--- src/rtl/pwa_pkg.sv ---
package pwa_pkg;

    localparam int COEF_W         = 48;
    localparam int XY_W           = 12;
    localparam int PIX_W          = 10;
    localparam int CFG_IDX_W      = 4;
    localparam int NUM_COEF       = 8;
    localparam int HALF_W         = COEF_W / 2;
    // Derived coefficients: a difference of two products of coefficients, or a product plus a shifted one.
    localparam int KW             = 2 * COEF_W + 2;
    // Numerators and denominator per pixel, with margin for FRAC_BITS up to 40.
    localparam int NW             = 112;
    // Quotient bits kept; any larger quotient lies outside every source image.
    localparam int QBITS          = 12;
    localparam int DW             = NW + QBITS + 2;
    localparam int PIECE_W        = 24;
    localparam int NPIECE         = KW / PIECE_W;
    localparam int PPW            = 40;
    localparam int SEQ_LEN        = 14;
    localparam int STEP_W         = 4;
    localparam int DEF_SRC_WIDTH  = 1024;
    localparam int DEF_SRC_HEIGHT = 1024;
    localparam int DEF_FRAC_BITS  = 32;

    typedef enum logic [2:0] {
        CF_K, CF_L, CF_D, CF_E, CF_F, CF_G, CF_H, CF_I
    } t_coef_sel;

    typedef enum logic [3:0] {
        KD_DEN_Y, KD_DEN_X, KD_DEN_C,
        KD_NX_Y, KD_NX_X, KD_NX_C,
        KD_NY_Y, KD_NY_X, KD_NY_C
    } t_kd_sel;

    typedef struct packed {
        logic signed [KW-1:0] den_y;
        logic signed [KW-1:0] den_x;
        logic signed [KW-1:0] den_c;
        logic signed [KW-1:0] nx_y;
        logic signed [KW-1:0] nx_x;
        logic signed [KW-1:0] nx_c;
        logic signed [KW-1:0] ny_y;
        logic signed [KW-1:0] ny_x;
        logic signed [KW-1:0] ny_c;
    } t_kset;

    typedef struct packed {
        t_coef_sel opa;
        t_coef_sel opb;
        t_kd_sel   tgt;
        logic      sub;
        logic      first;
        logic      last;
    } t_seq_entry;

    // Product terms of the derived coefficients, grouped by target.
    function automatic t_seq_entry seq_entry(input logic [STEP_W-1:0] step);
        t_seq_entry e;
        unique case (step)
            4'd0:  e = '{opa: CF_E, opb: CF_K, tgt: KD_DEN_Y, sub: 1'b0, first: 1'b1, last: 1'b0};
            4'd1:  e = '{opa: CF_D, opb: CF_L, tgt: KD_DEN_Y, sub: 1'b1, first: 1'b0, last: 1'b1};
            4'd2:  e = '{opa: CF_G, opb: CF_L, tgt: KD_DEN_X, sub: 1'b0, first: 1'b1, last: 1'b0};
            4'd3:  e = '{opa: CF_H, opb: CF_K, tgt: KD_DEN_X, sub: 1'b1, first: 1'b0, last: 1'b1};
            4'd4:  e = '{opa: CF_D, opb: CF_H, tgt: KD_DEN_C, sub: 1'b0, first: 1'b1, last: 1'b0};
            4'd5:  e = '{opa: CF_E, opb: CF_G, tgt: KD_DEN_C, sub: 1'b1, first: 1'b0, last: 1'b1};
            4'd6:  e = '{opa: CF_F, opb: CF_L, tgt: KD_NX_Y,  sub: 1'b0, first: 1'b1, last: 1'b1};
            4'd7:  e = '{opa: CF_I, opb: CF_L, tgt: KD_NX_X,  sub: 1'b1, first: 1'b1, last: 1'b1};
            4'd8:  e = '{opa: CF_E, opb: CF_I, tgt: KD_NX_C,  sub: 1'b0, first: 1'b1, last: 1'b0};
            4'd9:  e = '{opa: CF_F, opb: CF_H, tgt: KD_NX_C,  sub: 1'b1, first: 1'b0, last: 1'b1};
            4'd10: e = '{opa: CF_F, opb: CF_K, tgt: KD_NY_Y,  sub: 1'b1, first: 1'b1, last: 1'b1};
            4'd11: e = '{opa: CF_I, opb: CF_K, tgt: KD_NY_X,  sub: 1'b0, first: 1'b1, last: 1'b1};
            4'd12: e = '{opa: CF_F, opb: CF_G, tgt: KD_NY_C,  sub: 1'b0, first: 1'b1, last: 1'b0};
            4'd13: e = '{opa: CF_D, opb: CF_I, tgt: KD_NY_C,  sub: 1'b1, first: 1'b0, last: 1'b1};
            default: e = '{opa: CF_K, opb: CF_K, tgt: KD_DEN_Y, sub: 1'b0, first: 1'b0,
                           last: 1'b0};
        endcase
        return e;
    endfunction

endpackage

--- src/rtl/pwa_coef_unit.sv ---
module pwa_coef_unit #(
    parameter int FRAC_BITS = pwa_pkg::DEF_FRAC_BITS
) (
    input  logic                           i_clk,
    input  logic                           i_rst_n,
    input  logic                           i_cfg_we,
    input  logic [pwa_pkg::CFG_IDX_W-1:0]  i_cfg_idx,
    input  logic [pwa_pkg::COEF_W-1:0]     i_cfg_data,
    output pwa_pkg::t_kset                 o_kset,
    output logic                           o_busy
);
    import pwa_pkg::*;

    typedef enum logic [2:0] {
        PH_LOAD, PH_P0, PH_P1, PH_P2, PH_P3, PH_APPLY
    } t_phase;

    logic signed [COEF_W-1:0] r_coef_k, r_coef_l, r_coef_d, r_coef_e;
    logic signed [COEF_W-1:0] r_coef_f, r_coef_g, r_coef_h, r_coef_i;
    logic                     r_busy;
    logic [STEP_W-1:0]        r_step;
    t_phase                   r_phase;
    logic [COEF_W-1:0]        r_ma, r_mb;
    logic                     r_sgn;
    logic [2*COEF_W-1:0]      r_acc;
    logic [KW-1:0]            r_sum;
    t_kset                    r_kset;

    t_seq_entry               w_ent;
    logic signed [COEF_W-1:0] w_opa, w_opb;
    logic [COEF_W-1:0]        w_maga, w_magb;
    logic signed [KW-1:0]     w_base;
    logic [HALF_W-1:0]        w_pa, w_pb;
    logic [2*HALF_W-1:0]      w_pp;
    logic [2*COEF_W-1:0]      w_add;
    logic                     w_eff_sub;
    logic [KW-1:0]            n_sum;

    assign w_ent = seq_entry(r_step);

    function automatic logic signed [COEF_W-1:0] pick(
        input t_coef_sel s,
        input logic signed [COEF_W-1:0] k, l, d, e, f, g, h, i
    );
        logic signed [COEF_W-1:0] v;
        unique case (s)
            CF_K: v = k;
            CF_L: v = l;
            CF_D: v = d;
            CF_E: v = e;
            CF_F: v = f;
            CF_G: v = g;
            CF_H: v = h;
            CF_I: v = i;
        endcase
        return v;
    endfunction

    always_comb begin
        w_opa  = pick(w_ent.opa, r_coef_k, r_coef_l, r_coef_d, r_coef_e,
                      r_coef_f, r_coef_g, r_coef_h, r_coef_i);
        w_opb  = pick(w_ent.opb, r_coef_k, r_coef_l, r_coef_d, r_coef_e,
                      r_coef_f, r_coef_g, r_coef_h, r_coef_i);
        w_maga = w_opa[COEF_W-1] ? -w_opa : w_opa;
        w_magb = w_opb[COEF_W-1] ? -w_opb : w_opb;
    end

    // The y and x coefficients of the numerators carry a shifted gain term.
    always_comb begin
        unique case (w_ent.tgt)
            KD_NX_Y: w_base = -(KW'(r_coef_e) <<< FRAC_BITS);
            KD_NX_X: w_base = KW'(r_coef_h) <<< FRAC_BITS;
            KD_NY_Y: w_base = KW'(r_coef_d) <<< FRAC_BITS;
            KD_NY_X: w_base = -(KW'(r_coef_g) <<< FRAC_BITS);
            default: w_base = '0;
        endcase
    end

    // One half-by-half partial product of the magnitudes per cycle.
    always_comb begin
        unique case (r_phase)
            PH_P1:   begin w_pa = r_ma[HALF_W-1:0];      w_pb = r_mb[COEF_W-1:HALF_W]; end
            PH_P2:   begin w_pa = r_ma[COEF_W-1:HALF_W]; w_pb = r_mb[HALF_W-1:0];      end
            PH_P3:   begin w_pa = r_ma[COEF_W-1:HALF_W]; w_pb = r_mb[COEF_W-1:HALF_W]; end
            default: begin w_pa = r_ma[HALF_W-1:0];      w_pb = r_mb[HALF_W-1:0];      end
        endcase
        w_pp = (2*HALF_W)'(w_pa) * (2*HALF_W)'(w_pb);
        unique case (r_phase)
            PH_P1, PH_P2: w_add = (2*COEF_W)'(w_pp) << HALF_W;
            PH_P3:        w_add = (2*COEF_W)'(w_pp) << (2*HALF_W);
            default:      w_add = (2*COEF_W)'(w_pp);
        endcase
    end

    assign w_eff_sub = w_ent.sub ^ r_sgn;
    assign n_sum     = w_eff_sub ? r_sum - KW'(r_acc) : r_sum + KW'(r_acc);

    always_ff @(posedge i_clk) begin
        if (!i_rst_n) begin
            r_coef_k <= '0;
            r_coef_l <= '0;
            r_coef_d <= COEF_W'(1) << FRAC_BITS;
            r_coef_e <= '0;
            r_coef_f <= '0;
            r_coef_g <= '0;
            r_coef_h <= COEF_W'(1) << FRAC_BITS;
            r_coef_i <= '0;
            r_busy   <= 1'b1;
            r_step   <= '0;
            r_phase  <= PH_LOAD;
        end else if (i_cfg_we) begin
            if (i_cfg_idx < CFG_IDX_W'(NUM_COEF)) begin
                unique case (t_coef_sel'(i_cfg_idx[$bits(t_coef_sel)-1:0]))
                    CF_K: r_coef_k <= i_cfg_data;
                    CF_L: r_coef_l <= i_cfg_data;
                    CF_D: r_coef_d <= i_cfg_data;
                    CF_E: r_coef_e <= i_cfg_data;
                    CF_F: r_coef_f <= i_cfg_data;
                    CF_G: r_coef_g <= i_cfg_data;
                    CF_H: r_coef_h <= i_cfg_data;
                    CF_I: r_coef_i <= i_cfg_data;
                endcase
                r_busy  <= 1'b1;
                r_step  <= '0;
                r_phase <= PH_LOAD;
            end
        end else if (r_busy) begin
            unique case (r_phase)
                PH_LOAD: begin
                    r_ma  <= w_maga;
                    r_mb  <= w_magb;
                    r_sgn <= w_opa[COEF_W-1] ^ w_opb[COEF_W-1];
                    if (w_ent.first) begin
                        r_sum <= w_base;
                    end
                    r_phase <= PH_P0;
                end
                PH_P0: begin
                    r_acc   <= w_add;
                    r_phase <= PH_P1;
                end
                PH_P1: begin
                    r_acc   <= r_acc + w_add;
                    r_phase <= PH_P2;
                end
                PH_P2: begin
                    r_acc   <= r_acc + w_add;
                    r_phase <= PH_P3;
                end
                PH_P3: begin
                    r_acc   <= r_acc + w_add;
                    r_phase <= PH_APPLY;
                end
                PH_APPLY: begin
                    r_sum <= n_sum;
                    if (w_ent.last) begin
                        unique case (w_ent.tgt)
                            KD_DEN_Y: r_kset.den_y <= n_sum;
                            KD_DEN_X: r_kset.den_x <= n_sum;
                            KD_DEN_C: r_kset.den_c <= n_sum;
                            KD_NX_Y:  r_kset.nx_y  <= n_sum;
                            KD_NX_X:  r_kset.nx_x  <= n_sum;
                            KD_NX_C:  r_kset.nx_c  <= n_sum;
                            KD_NY_Y:  r_kset.ny_y  <= n_sum;
                            KD_NY_X:  r_kset.ny_x  <= n_sum;
                            KD_NY_C:  r_kset.ny_c  <= n_sum;
                            default:  r_kset.den_c <= r_kset.den_c;
                        endcase
                    end
                    if (r_step == STEP_W'(SEQ_LEN - 1)) begin
                        r_busy <= 1'b0;
                    end else begin
                        r_step <= r_step + 1'b1;
                    end
                    r_phase <= PH_LOAD;
                end
                default: r_phase <= PH_LOAD;
            endcase
        end
    end

    assign o_kset = r_kset;
    assign o_busy = r_busy;

endmodule

--- config.mk ---
export PLATFORM = sky130hd
export DESIGN_NAME = pwa_coef_unit
export DESIGN_NICKNAME = d
export VERILOG_FILES = /design/src/rtl/pwa_pkg.sv /design/src/rtl/pwa_coef_unit.sv
export SDC_FILE = /design/constraint.sdc
export NUM_CORES = 2
export LEC_CHECK = 0
export ABC_CLOCK_PERIOD_IN_PS = 17740
export BUFFER_PORTS_ARGS = -buffer_cell sky130_fd_sc_hd__buf_2
export CORE_MARGIN = 2
export CORE_UTILIZATION = 41
export DETAILED_ROUTE_END_ITERATION = 7
export PLACE_DENSITY = 0.7
export SYNTH_ARGS = -nofsm -noshare
export SYNTH_HDL_FRONTEND = slang
export SYNTH_SLANG_ARGS = --single-unit
--- constraint.sdc ---
create_clock -name i_clk -period 17.74 [get_ports i_clk]
set_input_delay 3.548 -clock i_clk [delete_from_list [all_inputs] [get_ports i_clk]]
set_output_delay 3.548 -clock i_clk [all_outputs]
set_load 0.005 [all_outputs]
Word level (Yosys, flattened, before mapping)
Memories as Yosys holds them, arrays and structs flattened. A register that Yosys moved wholly into a read port is not among the register bits. Index checks and enable logic that the tools add are counted.

Div/mod/pow operators: 0. Reductions and logical operators: 35. Bitwise operators: 3. Eq/ne operators: 38. Shift-type cells: 0. $add $sub $neg: 8. Mux-type cells: 28. $lt $le $gt $ge: 1. $mul: 1.

Operators with widths (number): 48-bit case mux with 8 select lines (2); 98-bit case mux with 4 select lines (1); 96-bit case mux with 2 select lines (2); 98-bit 2-to-1 mux (2); 80-bit negator with 98-bit output (2); 98-bit case mux with 2 select lines (1); 98-bit by 96-bit adder with 98-bit output (1); 98-bit by 96-bit subtractor with 98-bit output (1); 96-bit adder (1); 48-bit negator (2); 47-bit 2-to-1 mux (2); 6-bit AND reduction (9); 24-bit by 24-bit multiplier with 48-bit output (1); 24-bit 2-to-1 mux (2); 3-bit == test, second input constant (14); 4-bit 2-to-1 mux (7); 3-bit by 2-bit == test with 1-bit output, second input constant (8); 3-bit AND reduction (8); 4-bit by 3-bit == test with 1-bit output, second input constant (4); 3-bit case mux with 5 select lines (1); 3-bit by 1-bit == test with 1-bit output, second input constant (4); 3-bit zero test (4); 4-bit AND reduction (3); 3-bit 2-to-1 mux (3); 16 further kinds (29).

Bits of input ports: 55. Memories kept: 1. Logic and storage cells: 142. ROM bits: 208. Latch bits: 0. Flip-flop bits (word level): 1565. Output and inout bits: 883. RAM bits: 0.

Memories: (name not given) (words 16, bits a word 13, rd ports 1, clocked after Yosys merged registers in 1, wr ports 0, RTL line pwa_pkg.sv:59) `unique case (step)`.

Longest topological paths before layout
Depth after elaboration: 7. Depth in mapped cells: 49. Gate-level depth less buffers: 43.

Worst setup path after synthesis
OpenSTA, ideal clock, no wires.

Kind: input to register. Start point: input port i_cfg_we. End point: register r_sum[0], enable pin. Data required time: 17.285 ns. Cell stages on the path: 4. Path slack: 1.465 ns. Arrival: 15.820 ns. Cells stage by stage: nor2b_1 nand2_1 nor4_1 a21o_1.

Word-level cells in the longest chain between the ends: 2.

RTL lines: from (decl) (RTL line pwa_coef_unit.sv:6) `input logic i_cfg_we,`; 1-bit NOT (no source line); 5-bit AND reduction (no source line); to (signal assigned) (RTL line pwa_coef_unit.sv:134) `r_sum <= w_base;`; to (signal assigned) (RTL line pwa_coef_unit.sv:155) `r_sum <= n_sum;`; to (decl) (RTL line pwa_coef_unit.sv:26) `logic [KW-1:0] r_sum;`.

Every way passes these cells. A chain may end at the register's enable or synchronous reset.

Worst setup path after layout
Start point: register r_phase[1]. End point: register r_acc[85] (data pin).

Word-level cells in the longest chain between the ends: 7. Elaborated cells on any way between the ends: 14. Those cells by class: add/sub: 1; mul: 1; eq/ne: 4; mux: 4; reduce/logical: 4.

RTL lines: from (decl) (RTL line pwa_coef_unit.sv:22) `t_phase r_phase;`; from (signal assigned) (RTL line pwa_coef_unit.sv:110) `r_phase <= PH_LOAD;`; from (signal assigned) (RTL line pwa_coef_unit.sv:125) `r_phase <= PH_LOAD;`; from (signal assigned) (RTL line pwa_coef_unit.sv:136) `r_phase <= PH_P0;`; 3-bit == test / 3-bit by 2-bit == test with 1-bit output (equally long branches) (RTL line pwa_coef_unit.sv:81, pwa_coef_unit.sv:88, pwa_coef_unit.sv:128); 2-bit OR reduction (no source line); 24-bit 2-to-1 mux (RTL line pwa_coef_unit.sv:81) `unique case (r_phase)`; 24-bit by 24-bit multiplier with 48-bit output (RTL line pwa_coef_unit.sv:87) `w_pp = (2*HALF_W)'(w_pa) * (2*HALF_W)'(w_pb);`; 96-bit case mux with 2 select lines (RTL line pwa_coef_unit.sv:88) `unique case (r_phase)`; 96-bit adder (RTL line pwa_coef_unit.sv:143, pwa_coef_unit.sv:147, pwa_coef_unit.sv:151); 96-bit case mux with 2 select lines * (RTL line pwa_coef_unit.sv:128) `unique case (r_phase)`; to (signal assigned) (RTL line pwa_coef_unit.sv:143) `r_acc <= r_acc + w_add;`; to (signal assigned) (RTL line pwa_coef_unit.sv:147) `r_acc <= r_acc + w_add;`; to (signal assigned) (RTL line pwa_coef_unit.sv:151) `r_acc <= r_acc + w_add;`; to (decl) (RTL line pwa_coef_unit.sv:25) `logic [2*COEF_W-1:0] r_acc;`.

Mark *: on every way between the ends. The rest lies on a longest branch, timed or not.

==> flow_metrics.env <==
export IMPL_status="complete, but fails checks"
export IMPL_violations="capacitance limit, slew limit"
export IMPL_dieArea_um2=241000
export IMPL_via_per_inst=6.03
export IMPL_cts_root_buffer="clkbuf_16"
export IMPL_syn_area_um2=97400
export IMPL_yosys_area_share_simple_pct=13.6
export IMPL_grt_max_degree=212
export IMPL_htree_levels=4
export IMPL_routed_via_count=82140
export IMPL_netlist_cell_type_count=102
export IMPL_yosysWarnings=0
export IMPL_slew_violations=2
export IMPL_cts_setup_buffers=0
export IMPL_tritoncts="built"
export IMPL_relSlewSlack_pct=-2.04
export IMPL_synth_cells=9599
export IMPL_syn_avg_cell_area_um2=10.1
export IMPL_synth_seq_cells=1578
export IMPL_synth_edf_count=1173
export IMPL_cts_max_path_buffers=3
export IMPL_grt_pass1_wl_um=557000
export IMPL_grt_overflow_total=0
export IMPL_path_max_fanout=49
export IMPL_avgRoutedWirePerCell_um=29.0
export IMPL_holdBufCountCts=0
export IMPL_power_density_nw_per_um2=230
export IMPL_synthArstFlopShare_pct=0
export IMPL_hold_violations=0
export IMPL_ys_top_cells_by_area="edfxtp_1 (36%), fa_1 (9.9%), dfxtp_1 (8.3%), nand2_1 (5.7%), ha_1 (4.9%)"
export IMPL_grt_pass1_vias=77737
export IMPL_nNetsFinal=11216
export IMPL_synthAdderAreaFrac_pct=14.8
export IMPL_dp_hpwl_um=288000
export IMPL_track_usage_pct=31.5
export IMPL_coreArea_um2=236000
export IMPL_drt_first_pass_iters=8
export IMPL_setup_tns_ps=0
export IMPL_syn_to_final_growth_pct=14.5
export IMPL_tightest_slew_ps=1510
export IMPL_finalPower_mw=25.6
export IMPL_clk_pin_slew_ps=60
export IMPL_antenna_found_initial=50
export IMPL_num_io_pins=938
export IMPL_cts_sink_count=1578
export IMPL_hold_class="reg -> reg"
export IMPL_synth_compound_area_share_pct=14.8
export IMPL_row_count=178
export IMPL_vdd_ir_drop_max_mv=0.557
export IMPL_yosys_mux_area_fraction_pct=2.66
export IMPL_synth_top_family_by_area="adder cells"
export IMPL_crit_type="reg -> reg"
export IMPL_die_h_um=491
export IMPL_syn_nets=10518
export IMPL_setup_viol=0
export IMPL_path_common_cell="fa_1"
export IMPL_crit_arrival_ps=14150
export IMPL_drc=0
export IMPL_skew_ps=79.2
export IMPL_nFillCells=21716
export IMPL_timing_final_crit_share_pct=76.5
export IMPL_synth_ff_type="edfxtp_1"
export IMPL_fin_crit_ps=13570
export IMPL_post_route_util_pct=47.3
export IMPL_rsz0062_at_grt="no"
export IMPL_drt_iter0_markers=11806
export IMPL_cts_resized=0
export IMPL_die_width_um=491
export IMPL_drive_above_1_share_pct=15.9
export IMPL_clk_latency_ps=890
export IMPL_portBuffers=937
export IMPL_synth_xor_area_share_pct=4.41
export IMPL_synth_top_area_share_pct=36.2
export IMPL_power_leakage_nw=44.0
export IMPL_setup_slack_ps=4170
export IMPL_end_kind="flip-flop"
export IMPL_place_congestion=1.02
export IMPL_dp_slack_ps=4510
export IMPL_drt_total_wl_um=395000
export IMPL_fmax_mhz=73.7
export IMPL_initial_core_util_pct=41.3
export IMPL_maxCapViolations=2
export IMPL_whs_ps=474
export IMPL_synth_top_cell_by_area="edfxtp_1"
export IMPL_worstSetupStartpointType="flip-flop"
export IMPL_slowest_stage="nor2b_1"
export IMPL_worstPathRequired_ps=18320
export IMPL_numCtsBuffers=170
export IMPL_slowest_delay_ps=770
export IMPL_ys_seq_area_share_pct=44.5
export IMPL_ant_nets=0
[report_power, final]
| group | switching [mW] | internal, mW | total [mW] |
|---|---|---|---|
| Combinational | 11.5 | 5.88 | 17.4 |
| Clock | 1.59 | 2.00 | 3.59 |
| Sequential | 0.108 | 4.58 | 4.68 |
[critical path: cells and delay by family, from the launching register on]
kind	cells	cell delay (ps)
and+or+nand+nor	11	2570
AOI/OAI and AO/OA	13	3830
DFF	1	510
buffers and inverters	6	900
adders and majority gates	9	4430
xor gates and xnor gates	1	490
muxes	1	510
[layer usage]
| layer | up-vias | part of all wire, % | wire length, um | track usage, % |
|---|---|---|---|---|
| met5 | - | 0.021 | 82 | 0 |
| met4 | 14 | 6.5 | 25500 | 17.4 |
| met3 | 1191 | 13 | 52100 | 10.1 |
| met2 | 5703 | 43 | 170000 | 46.9 |
| met1 | 40293 | 37 | 147000 | 40.6 |
| li1 | 34939 | - | - | - |
[path summary, 6_finish.rpt]
| kind | from | cells past startpoint | to | slack [ps] |
|---|---|---|---|---|
| hold / removal | r_coef_l[43] | 2 | r_coef_l[43] | 470 |
| setup reg to reg | r_phase[1] | 41 | r_acc[85] | 4170 |
| hold reg to reg | r_coef_l[43] | 2 | r_coef_l[43] | 470 |
| setup / recovery | r_phase[1] | 41 | r_acc[85] | 4170 |
[flip-flops by register name, indices dropped and copies added (netlist names)]
name	cells
r_acc	96
r_coef_l	48
r_phase	3
r_coef_h	48
r_coef_g	48
r_coef_i	48
r_sum	98
r_coef_f	48
o_kset	882
w_ent	13
r_coef_d	48
r_mb	48
r_coef_e	48
r_sgn	1
o_busy	1
r_coef_k	48
r_ma	48
r_step	4
[synth_stat cells, types with 157 or more instances]
cell type and instances:
a21boi_0 410, a21o_1 157, a21oi_1 448, clkbuf_1 467
dfxtp_1 405, edfxtp_1 1173, fa_1 484, ha_1 380
inv_1 671, nand2_1 1486, nor2_1 751, o21ai_0 369
xnor2_1 274, xor2_1 216
[cell usage in the layout, fill, tap and decap left out, types with 33 or more instances in the layout]
| cell | synthesis | routed |
|---|---|---|
| xnor2_2 | 0 | 41 |
| diode_2 | 0 | 38 |
| nand4_1 | 105 | 105 |
| nor2_1 | 751 | 740 |
| inv_1 | 671 | 670 |
| xnor2_1 | 274 | 232 |
| a21oi_1 | 448 | 447 |
| o22ai_1 | 95 | 95 |
| nor4_1 | 45 | 41 |
| clkbuf_16 | 0 | 173 |
| mux2_2 | 73 | 73 |
| a31oi_1 | 60 | 60 |
| o31ai_1 | 52 | 52 |
| a21o_1 | 157 | 156 |
| o21a_1 | 51 | 51 |
| and2_1 | 70 | 70 |
| nand2b_1 | 65 | 64 |
| fa_1 | 484 | 484 |
| xor2_1 | 216 | 192 |
| edfxtp_1 | 1173 | 1173 |
| or3_1 | 47 | 47 |
| a22oi_1 | 56 | 56 |
| o21bai_1 | 65 | 65 |
| ha_1 | 380 | 380 |
| dfxtp_1 | 405 | 399 |
| nand2_1 | 1486 | 1483 |
| a22o_1 | 53 | 53 |
| clkbuf_1 | 467 | 43 |
| mux2i_1 | 151 | 142 |
| nor3_1 | 96 | 88 |
| o21ai_0 | 369 | 369 |
| and3_1 | 36 | 35 |
| buf_2 | 52 | 936 |
| buf_4 | 50 | 199 |
| nor2b_1 | 64 | 62 |
| or4_1 | 33 | 33 |
| nand3_1 | 78 | 76 |
| a21boi_0 | 410 | 410 |
| a221oi_1 | 57 | 57 |
[kinds of logic after synthesis]
family	count (synthesis)
muxes	237
adders and majority gates	864
buffers and inverters	1284
xor gates and xnor gates	490
DFF	1578
and+or+nand+nor	3002
AOI/OAI and AO/OA	2144
[per-stage QoR]
stage	area, um2	std cells
global route	111000	13599
finish	111000	13625
global placement	106000	13275
floorplan	97400	9599
detailed placement	106000	13275
CTS	111000	13587
[layout make-up]
class | instances | area, um2 | area share, %
antenna | 38 | 95.1 | 0.0853
clock buffer | 222 | 4570 | 4.10
clock inverter | 90 | 1020 | 0.917
inverter | 673 | 2530 | 2.27
multi-input combinational | 6737 | 49800 | 44.6
sequential | 1578 | 43300 | 38.9
tap | 3150 | 3940 | 3.54
timing repair buffer | 1137 | 6210 | 5.57
Power figures use the tool's default switching activity.
